## src/rtl/bpd_pkg.sv

```systemverilog
package bpd_pkg;

  localparam int CordicSteps = 16;
  localparam int FullCmd     = 65536;
  localparam int PiQ13       = 25736;
  localparam int TwoPiQ13    = 51472;
  localparam int PiQ16       = 205887;
  localparam int QueueDepth  = 4;
  localparam int QueueAw     = 2;

  // CORDIC datapath width: 16-bit input times 256, plus gain growth
  localparam int CordW = 28;
  localparam int ZW    = 20;

  typedef enum logic [2:0] {
    REG_STAB    = 3'd0,
    REG_MAXP    = 3'd1,
    REG_FSHARE  = 3'd2,
    REG_EFLOOR  = 3'd3,
    REG_DLIMIT  = 3'd4,
    REG_SGAIN   = 3'd5,
    REG_RBAL    = 3'd6
  } reg_idx_t;

  typedef struct packed {
    logic        stability_enable;
    logic [21:0] max_pressure;
    logic [16:0] front_share;
    logic [21:0] ebrake_floor;
    logic [14:0] drift_limit;
    logic [15:0] side_gain;
    logic [15:0] rear_balance;
  } cfg_t;

  // one classified item as it leaves the front part
  typedef struct packed {
    logic [16:0] total;
    logic [16:0] fr;
    logic [16:0] fl;
    logic [16:0] rr;
    logic [16:0] rl;
    logic        per_wheel;
    logic        ebrake;
    logic        stab;
    logic [15:0] vx;
    logic [15:0] vy;
    logic [15:0] heading;
  } item_t;

  function automatic logic [19:0] atan_entry(input int i);
    logic [19:0] r;
    unique case (i)
      0: r = 20'd51472;  1: r = 20'd30386;  2: r = 20'd16055;  3: r = 20'd8150;
      4: r = 20'd4091;   5: r = 20'd2047;   6: r = 20'd1024;   7: r = 20'd512;
      8: r = 20'd256;    9: r = 20'd128;    10: r = 20'd64;    11: r = 20'd32;
      12: r = 20'd16;    13: r = 20'd8;     14: r = 20'd4;     15: r = 20'd2;
      16: r = 20'd1;
      default: r = 20'd0;
    endcase
    return r;
  endfunction

  function automatic logic [16:0] sat_cmd(input logic [16:0] v);
    return (v > 17'(FullCmd)) ? 17'(FullCmd) : v;
  endfunction

endpackage

```

## src/rtl/bpd_front.sv

```systemverilog
module bpd_front import bpd_pkg::*; (
  input  logic        clk,
  input  logic        rst,
  input  logic        in_valid,
  output logic        in_stall,
  input  logic [16:0] total_cmd,
  input  logic [16:0] front_right_cmd,
  input  logic [16:0] front_left_cmd,
  input  logic [16:0] rear_right_cmd,
  input  logic [16:0] rear_left_cmd,
  input  logic        per_wheel_mode,
  input  logic        ebrake_on,
  input  logic [15:0] velocity_x,
  input  logic [15:0] velocity_y,
  input  logic [15:0] heading,
  input  logic        stab_en,
  output logic        q_valid,
  output item_t       q_item,
  input  logic        q_pop
);

  item_t              mem [QueueDepth];
  logic [QueueAw-1:0] wr_ptr;
  logic [QueueAw-1:0] rd_ptr;
  logic [QueueAw:0]   count;
  logic               push;
  item_t              in_item;

  // saturate commands and tag the item on entry
  always_comb begin
    in_item.total     = sat_cmd(total_cmd);
    in_item.fr        = sat_cmd(front_right_cmd);
    in_item.fl        = sat_cmd(front_left_cmd);
    in_item.rr        = sat_cmd(rear_right_cmd);
    in_item.rl        = sat_cmd(rear_left_cmd);
    in_item.per_wheel = per_wheel_mode;
    in_item.ebrake    = ebrake_on;
    in_item.stab      = stab_en;
    in_item.vx        = velocity_x;
    in_item.vy        = velocity_y;
    in_item.heading   = heading;
  end

  assign in_stall = (count == (QueueAw+1)'(QueueDepth));
  assign push     = in_valid && !in_stall;
  assign q_valid  = (count != '0);
  assign q_item   = mem[rd_ptr];

  always_ff @(posedge clk) begin
    if (push) mem[wr_ptr] <= in_item;
  end

  always_ff @(posedge clk) begin
    if (rst) begin
      wr_ptr <= '0;
      rd_ptr <= '0;
      count  <= '0;
    end else begin
      if (push) wr_ptr <= wr_ptr + 1'b1;
      if (q_pop) rd_ptr <= rd_ptr + 1'b1;
      count <= count + (QueueAw+1)'(push) - (QueueAw+1)'(q_pop);
    end
  end

endmodule

```

## config.mk

```make
export PLATFORM = sky130hd
export DESIGN_NAME = bpd_front
export DESIGN_NICKNAME = d
export VERILOG_FILES = /design/src/rtl/bpd_pkg.sv /design/src/rtl/bpd_front.sv
export SDC_FILE = /design/constraint.sdc
export NUM_CORES = 1
export LEC_CHECK = 0
export ABC_AREA = 1
export BUFFER_PORTS_ARGS = -buffer_cell sky130_fd_sc_hd__buf_2
export CAP_MARGIN = 20
export CORE_AREA = 3 3 212 214
export DETAILED_ROUTE_END_ITERATION = 7
export DIE_AREA = 0 0 215 217
export PLACE_DENSITY = 0.7
export SYNTH_ARGS = -nofsm -noshare
export SYNTH_HDL_FRONTEND = slang
export SYNTH_SLANG_ARGS = --single-unit
```

## constraint.sdc

```tcl
create_clock -name clk -period 16.9 [get_ports clk]
set_input_delay 0.845 -clock clk [delete_from_list [all_inputs] [get_ports clk]]
set_output_delay 0.845 -clock clk [all_outputs]
set_load 0.02 [all_outputs]
```

== Word level (Yosys, flattened, before mapping) ==
Memories as Yosys holds them, arrays and structs flattened. A register that Yosys moved wholly into a read port is not among the register bits.
Index checks and enable logic that the tools add are counted.
Storage, ports and cells
  register bits: 7
  bits in writable memories: 544
  word-level logic and storage cells: 26
  memories: 1
Operators by class
  add/sub/neg operators: 4
  magnitude comparators: 5
  equal/unequal tests: 1
  muxes and demuxes: 9
  reductions and logical operators: 3
Memories
  mem: depth 4, width 136, rd ports 1, clocked after Yosys merged registers in 1, wr ports 1, RTL line bpd_front.sv:22  | item_t mem [QueueDepth];
Operators by type and width (count)
  $gt A17 B17 Y1 const B: 5
  $mux W17: 5
  $add A2 B1 Y2 const B: 2
  $mux W2: 2
  $add A3 B1 Y3: 1
  $eq A3 B3 Y1 const B: 1
  $reduce_bool A3 Y1: 1
  $sub A3 B1 Y3: 1
  $mux W1: 2
  $logic_and A1 B1 Y1: 1
  $logic_not A1 Y1: 1

== Logic depth before layout (Yosys ltp) ==
Gate-level depths: netlist of run 1.
  word-level depth: 5
  depth in mapped cells: 9

== Worst setup path after synthesis of run 1 ==
OpenSTA, ideal clock, no wires.
  path kind: input-to-reg
  start point: in in_valid
  end point: mem mem[0][0] (netlist bit), enable pin
  setup time: 0.634 ns
  data arrival time: 6.648 ns
  slack: 9.618 ns
  stages on the path: 2
  path through: nand2_1 -> nor2_1
On the way
  word-level cells in the longest chain between the ends: 3
Ends and longest elaborated chain
  start, declared: RTL line bpd_front.sv:4  | input logic in_valid,
  $logic_and A1 B1 Y1: RTL line bpd_front.sv:45  | assign push = in_valid && !in_stall;
  $mux W1: RTL line bpd_front.sv:50  | if (push) mem[wr_ptr] <= in_item;
  $mux W1 (implied by the code): RTL line bpd_front.sv:50
  end, declared: RTL line bpd_front.sv:22
No other way between the ends.

==> flow_summary.toml, run 1 <==
[logic_synthesis]
async_flop_share = 0
ys_ff_latch = 553
ys.flop_type = "edfxtp_1"
postSynthAreaPerCell_um2 = 13.2
synth_area_leaders = "edfxtp_1 (76%), o21ai_0 (6.3%), nor2_1 (5.8%)"
synth_cells = 1629
syn_area_mm2 = 0.0215
synth_top_area_frac = 0.759
synthesis.nets = 1776
yosys.cell_count.top_type = "edfxtp_1"
synth-seq-area-share = 0.767
synth_top_area_cell = "edfxtp_1"
synth_common_cells = "edfxtp_1 (544), nor2_1 (335), o21ai_0 (269), o22ai_1 (136), inv_1 (97)"
synth_edf_count = 544
yosysWarnings = 0
synth_cell_type_count = 19

[timing]
fin_crit_sh = 0.265
max_freq_mhz = 223
maxSlewViolCount = 0
finalHoldViolCount = 0
slew_headroom = 0.232
tns_ns = 0
rsz0062_at_grt = "no"
fin_skew_ns = 0.0244
worstMarginPinSlew_ns = 1.15
period_needed_ns = 4.47
finalSetupViolCount = 0

[setup_path]
critPathKind = "reg2out"
cp-start-kind = "register"
cp.arrival_ns = 3.63
critPathCaptureType = "primary output"
critPathRequiredTime_ns = 16.06
cp_max_fo = 108

[place]
dp.cells = 2395
post_dp_cell_area_mm2 = 0.0233
io_buffers = 277
gp_congestion = 0.805
dp_hpwl_um = 27000

[job]
maxCapViolations = 0

[clock_tree]
htreeDepth = 2
cts_buffer_depth = 3
post_cts_buffers = 0
numCtsBuffers = 55
ctsHoldBuffers = 0
cts-root-buf = "clkbuf_16"
post_cts_resized = 0
cts.clk_slew.worst_paths_ns = 0.06
cts_tree = "done"
numClockSinks = 553
insertion_delay_ns = 0.61

[drt]
postRouteWirelength_um = 49200
drc_errors = 0
final_antenna_net_count = 0
drt-initial-drc-count = 1025
vias = 13774
viasPerCell = 5.53
detail_route.wl_per_cell_um = 19.7
drt_pass1_iterations = 5

[global_route]
antenna_found_initial = 2
gr-usage-all-layers = 0.206
grt_pass1_vias = 13699
grt_pass1_wl_um = 75800
gr-total-overflow = 0
grt_max_degree = 137

[floorplan]
die_w_um = 215
rows = 76
start_util = 0.500
io-pin-count = 278
die_h_um = 217
die-area_mm2 = 0.0467
core_mm2 = 0.0431

[power_and_ir_drop]
leakage_nw = 8.99
ir_drop_mv = 0.100
power_density_mw_per_mm2 = 135
fin_total_pwr_w = 0.00337

[final_layout]
antenna_cells = 0
final_core_util = 0.580
fin_area_mm2 = 0.0250
drive_gt1_frac = 0.194
stdcell_count = 2493
final_nets = 2014
syn_to_final_growth_pct = 15.9

[hold_path]
hold_class = "reg2reg"

[run_status]
status = "finished clean"
final cells by class:
cell class	count	area [µm²]
Clock inverter	28	239
Fill cell	3437	18100
Inverter	99	382
Tap cell	585	732
Clock buffer	70	1450
Sequential cell	553	16500
Multi-Input combinational cell	868	4150
Timing Repair Buffer	290	1480
placed cells by master (no fill, tap or decap), drive strengths merged:
| master | n |
|---|---|
| o22ai | 136 |
| nand2 | 29 |
| fa | 1 |
| a21oi | 81 |
| buf | 290 |
| inv | 102 |
| nor2 | 335 |
| o21a | 1 |
| bufinv | 4 |
| nor3 | 2 |
| clkbuf | 70 |
| clkinv | 20 |
| nand3 | 1 |
| dfxtp | 9 |
| o21ai | 276 |
| clkinvlp | 1 |
| edfxtp | 544 |
| ha | 6 |
critical path: stages (launching register included):
cell     delay [ns]
dfxtp_4        0.65
inv_6          0.64
buf_4          0.87
o21ai_0        0.25
o22ai_1        0.27
buf_2          0.22
cells by family (layout without fill, tap and decap cells):
logic type	after synthesis	count (layout)	synth area share
AO/OA/AOI/OAI	494	494	0.123
adder cells (fa/ha/maj)	7	7	0.00442
buffers and inverters	208	487	0.0415
flip-flops	553	553	0.767
AND/OR/NAND/NOR	367	367	0.0642
layer usage:
layer	wire length, µm	vias to the layer above	global-route usage
li1	-	6422	-
met3	2810	100	0.0371
met1	20600	6859	0.270
met4	1610	4	0.0815
met2	24200	389	0.347
met5	19	-	0
path summary, 6_finish.rpt:
path | startpoint | cells past startpoint | slack [ns] | end
min reg2reg | rd_ptr[1] | 1 | 0.44 | register
max reg2reg | count[1] | 5 | 13.92 | mem[2][22]
min | rd_ptr[1] | 1 | 0.44 | register
max | register | 5 | 12.43 | q_item[104]
flip-flops by register name, summed over array words and instances, names as in the netlist, named ones only:
register  count
mem         544
rd_ptr        2
count         3
wr_ptr        2
stage by stage:
| step | setup slack [ns] | hold WS [ns] |
|---|---|---|
| after floorplan | 9.62 | 0.412 |
| after global placement | 13.16 | 0.426 |
| after detailed placement | 13.00 | 0.433 |
| after CTS | 12.36 | 0.405 |
| after global routing | 12.14 | 0.432 |
| final | 12.43 | 0.443 |
report_power, final:
part	leakage, nW	internal [W]	switching (W)
clock network	0.828	0.000665	0.000488
logic	3.05	0.000129	0.000364
registers	5.11	0.00169	0.0000402
Power figures use the tool's default switching activity.
==> run 2, diff against run 1 <==
==> constraint.sdc (replaced) <==
create_clock -name clk -period 4.3 [get_ports clk]
set_input_delay 0.215 -clock clk [delete_from_list [all_inputs] [get_ports clk]]
set_output_delay 0.215 -clock clk [all_outputs]
set_load 0.02 [all_outputs]
==> run 2 against run 1 <==
  * Register-to-register slack lost 12 ns
  * Clock skew is 0.0049 ns lower
  * Combinational power grew to 4.2 times the previous value
  * Sequential power grew to 3.9 times the previous value
  * Cell count grew 3.9%
  * Critical path depth is the same
==> flow_summary.toml, run 2 (synthesis results as in run 1) <==
[final_layout]
multi_input_area_mm2 = 0.00415
syn_to_final_growth_pct = 21.0
layout_common_cells = "edfxtp_1 (544), nor2_1 (331), buf_2 (277), o21ai_0 (269), o22ai_1 (136)"
seqCellArea_mm2 = 0.0165
final_common_cell = "edfxtp_1"
drive_gt1_frac = 0.188
fin_area_mm2 = 0.0260
fillers = 3311
largest_register = "mem"
reg_top3 = "mem (544), count (3)"
final_nets = 2107
largest_reg_flops = 544

[setup_path]
cp.arrival_ns = 2.89
cp-start-kind = "register"
cp_max_fo = 121
critPathRequiredTime_ns = 4.09
reg2reg_from = "count[1]"
critPathKind = "reg2out"
critPathCaptureType = "primary output"

[timing]
worstMarginPinSlew_ns = 0.997
fin_crit_sh = 0.721
max_freq_mhz = 323
finalSetupViolCount = 0
fin_skew_ns = 0.0195
setup_ws_ns = 1.20
slew_headroom = 0.335
rsz0062_at_grt = "no"
maxSlewViolCount = 0
period_needed_ns = 3.10
finalHoldViolCount = 0

[power_and_ir_drop]
power_frac_comb = 0.153
p_sw_frac = 0.259
power_switching_w = 0.00347
clock_power_share = 0.342
fin_total_pwr_w = 0.0134
power_density_mw_per_mm2 = 514
ir_drop_mv = 0.594
p_int_w = 0.00992
leakage_nw = 9.45
power_frac_seq = 0.505

[floorplan]
die-area_mm2 = 0.0467
die_h_um = 217
die_w_um = 215
core_mm2 = 0.0431
start_util = 0.500
io-pin-count = 278
rows = 76

[global_route]
grt_pass1_wl_um = 76400
grt_pass1_vias = 14202
gr-usage-all-layers = 0.205
antenna_found_initial = 1
gr-total-overflow = 0
grt_max_degree = 137

[clock_tree]
insertion_delay_ns = 0.59
cts_tree = "done"
post_cts_buffers = 0
ctsHoldBuffers = 92
numCtsBuffers = 53
cts-root-buf = "clkbuf_16"
htreeDepth = 2
post_cts_resized = 0
numClockSinks = 553
cts_buffer_depth = 3
cts.clk_slew.worst_paths_ns = 0.06

[drt]
drt-initial-drc-count = 1178
postRouteWirelength_um = 48800
final_antenna_net_count = 0
viasPerCell = 5.46
drt_pass1_iterations = 5
drc_errors = 0
detail_route.wl_per_cell_um = 18.9
vias = 14146

[place]
place_ws_ns = 1.78
gp_congestion = 0.807
post_dp_cell_area_mm2 = 0.0234
io_buffers = 277
dp_hpwl_um = 26600

[run_status]
status = "finished clean"

[hold_path]
hold_class = "in2reg"
hold_start = "front_right_cmd[6]"

[job]
maxCapViolations = 0
==> run 2: changes by cell type in the layout (fill, tap and decap cells not counted), moves of 2 or more <==
cell,delta
clkbuf_1,+2
buf_12,+7
dlygate4sd3_1,+92
clkinv_1,-4
buf_4,-4
clkbuf_8,+6
inv_6,-3
==> run 2: critical path: stages (launching register included) <==
cell     delay [ns]
dfxtp_4        0.50
inv_6          0.69
buf_4          0.49
o21ai_0        0.14
o22ai_1        0.22
buf_2          0.22
==> run 2: path summary, 6_finish.rpt <==
kind / endpoint / slack (ns) / depth (start not counted)
worst max-delay path: q_item[6] / 1.20 / 5
worst min-delay path: mem[1][108] / 0.03 / 3
worst max register to register: mem[3][6] / 2.00 / 5
worst min register to register: register / 0.44 / 1
==> run 2: per-stage QoR <==
| stage | util | hold slack [ns] | cells | TNS (ns) |
|---|---|---|---|---|
| floorplan | - | 0.286 | 1629 | -198.84 |
| finish | 0.605 | 0.0328 | 2590 | 0 |
| detailed placement | 0.543 | 0.423 | 2398 | 0 |
| global placement | 0.543 | 0.419 | 2398 | 0 |
| global route | 0.605 | 0.0139 | 2589 | 0 |
| CTS | 0.605 | 0.000473 | 2589 | 0 |
==> run 2: cell type report <==
type                    instances  share of cell area
diodes                          1           0.0000961
clock buffers                  78              0.0592
clock inverters                21             0.00764
inverters                      99              0.0145
multi-input cells             868               0.159
flip-flops and latches        553               0.634
well taps                     585              0.0281
repair buffers                385              0.0966
==> run 2: per-layer routing <==
layer	share of wire	wire length [µm]	track usage
met1	0.42	20500	0.271
met5	0.00027	13	0
met3	0.061	2990	0.0417
met2	0.49	24000	0.345
met4	0.027	1340	0.0676
==> run 2: power groups by stage <==
stage / Sequential [W] / Combinational [W] / Clock, W
after floorplan: 0.00690 / 0.00122 / 0
after global placement: 0.00686 / 0.00197 / 0
after detailed placement: 0.00688 / 0.00200 / 0
after CTS: 0.00677 / 0.00207 / 0.00468
after global routing: 0.00681 / 0.00223 / 0.00490
final: 0.00676 / 0.00205 / 0.00458
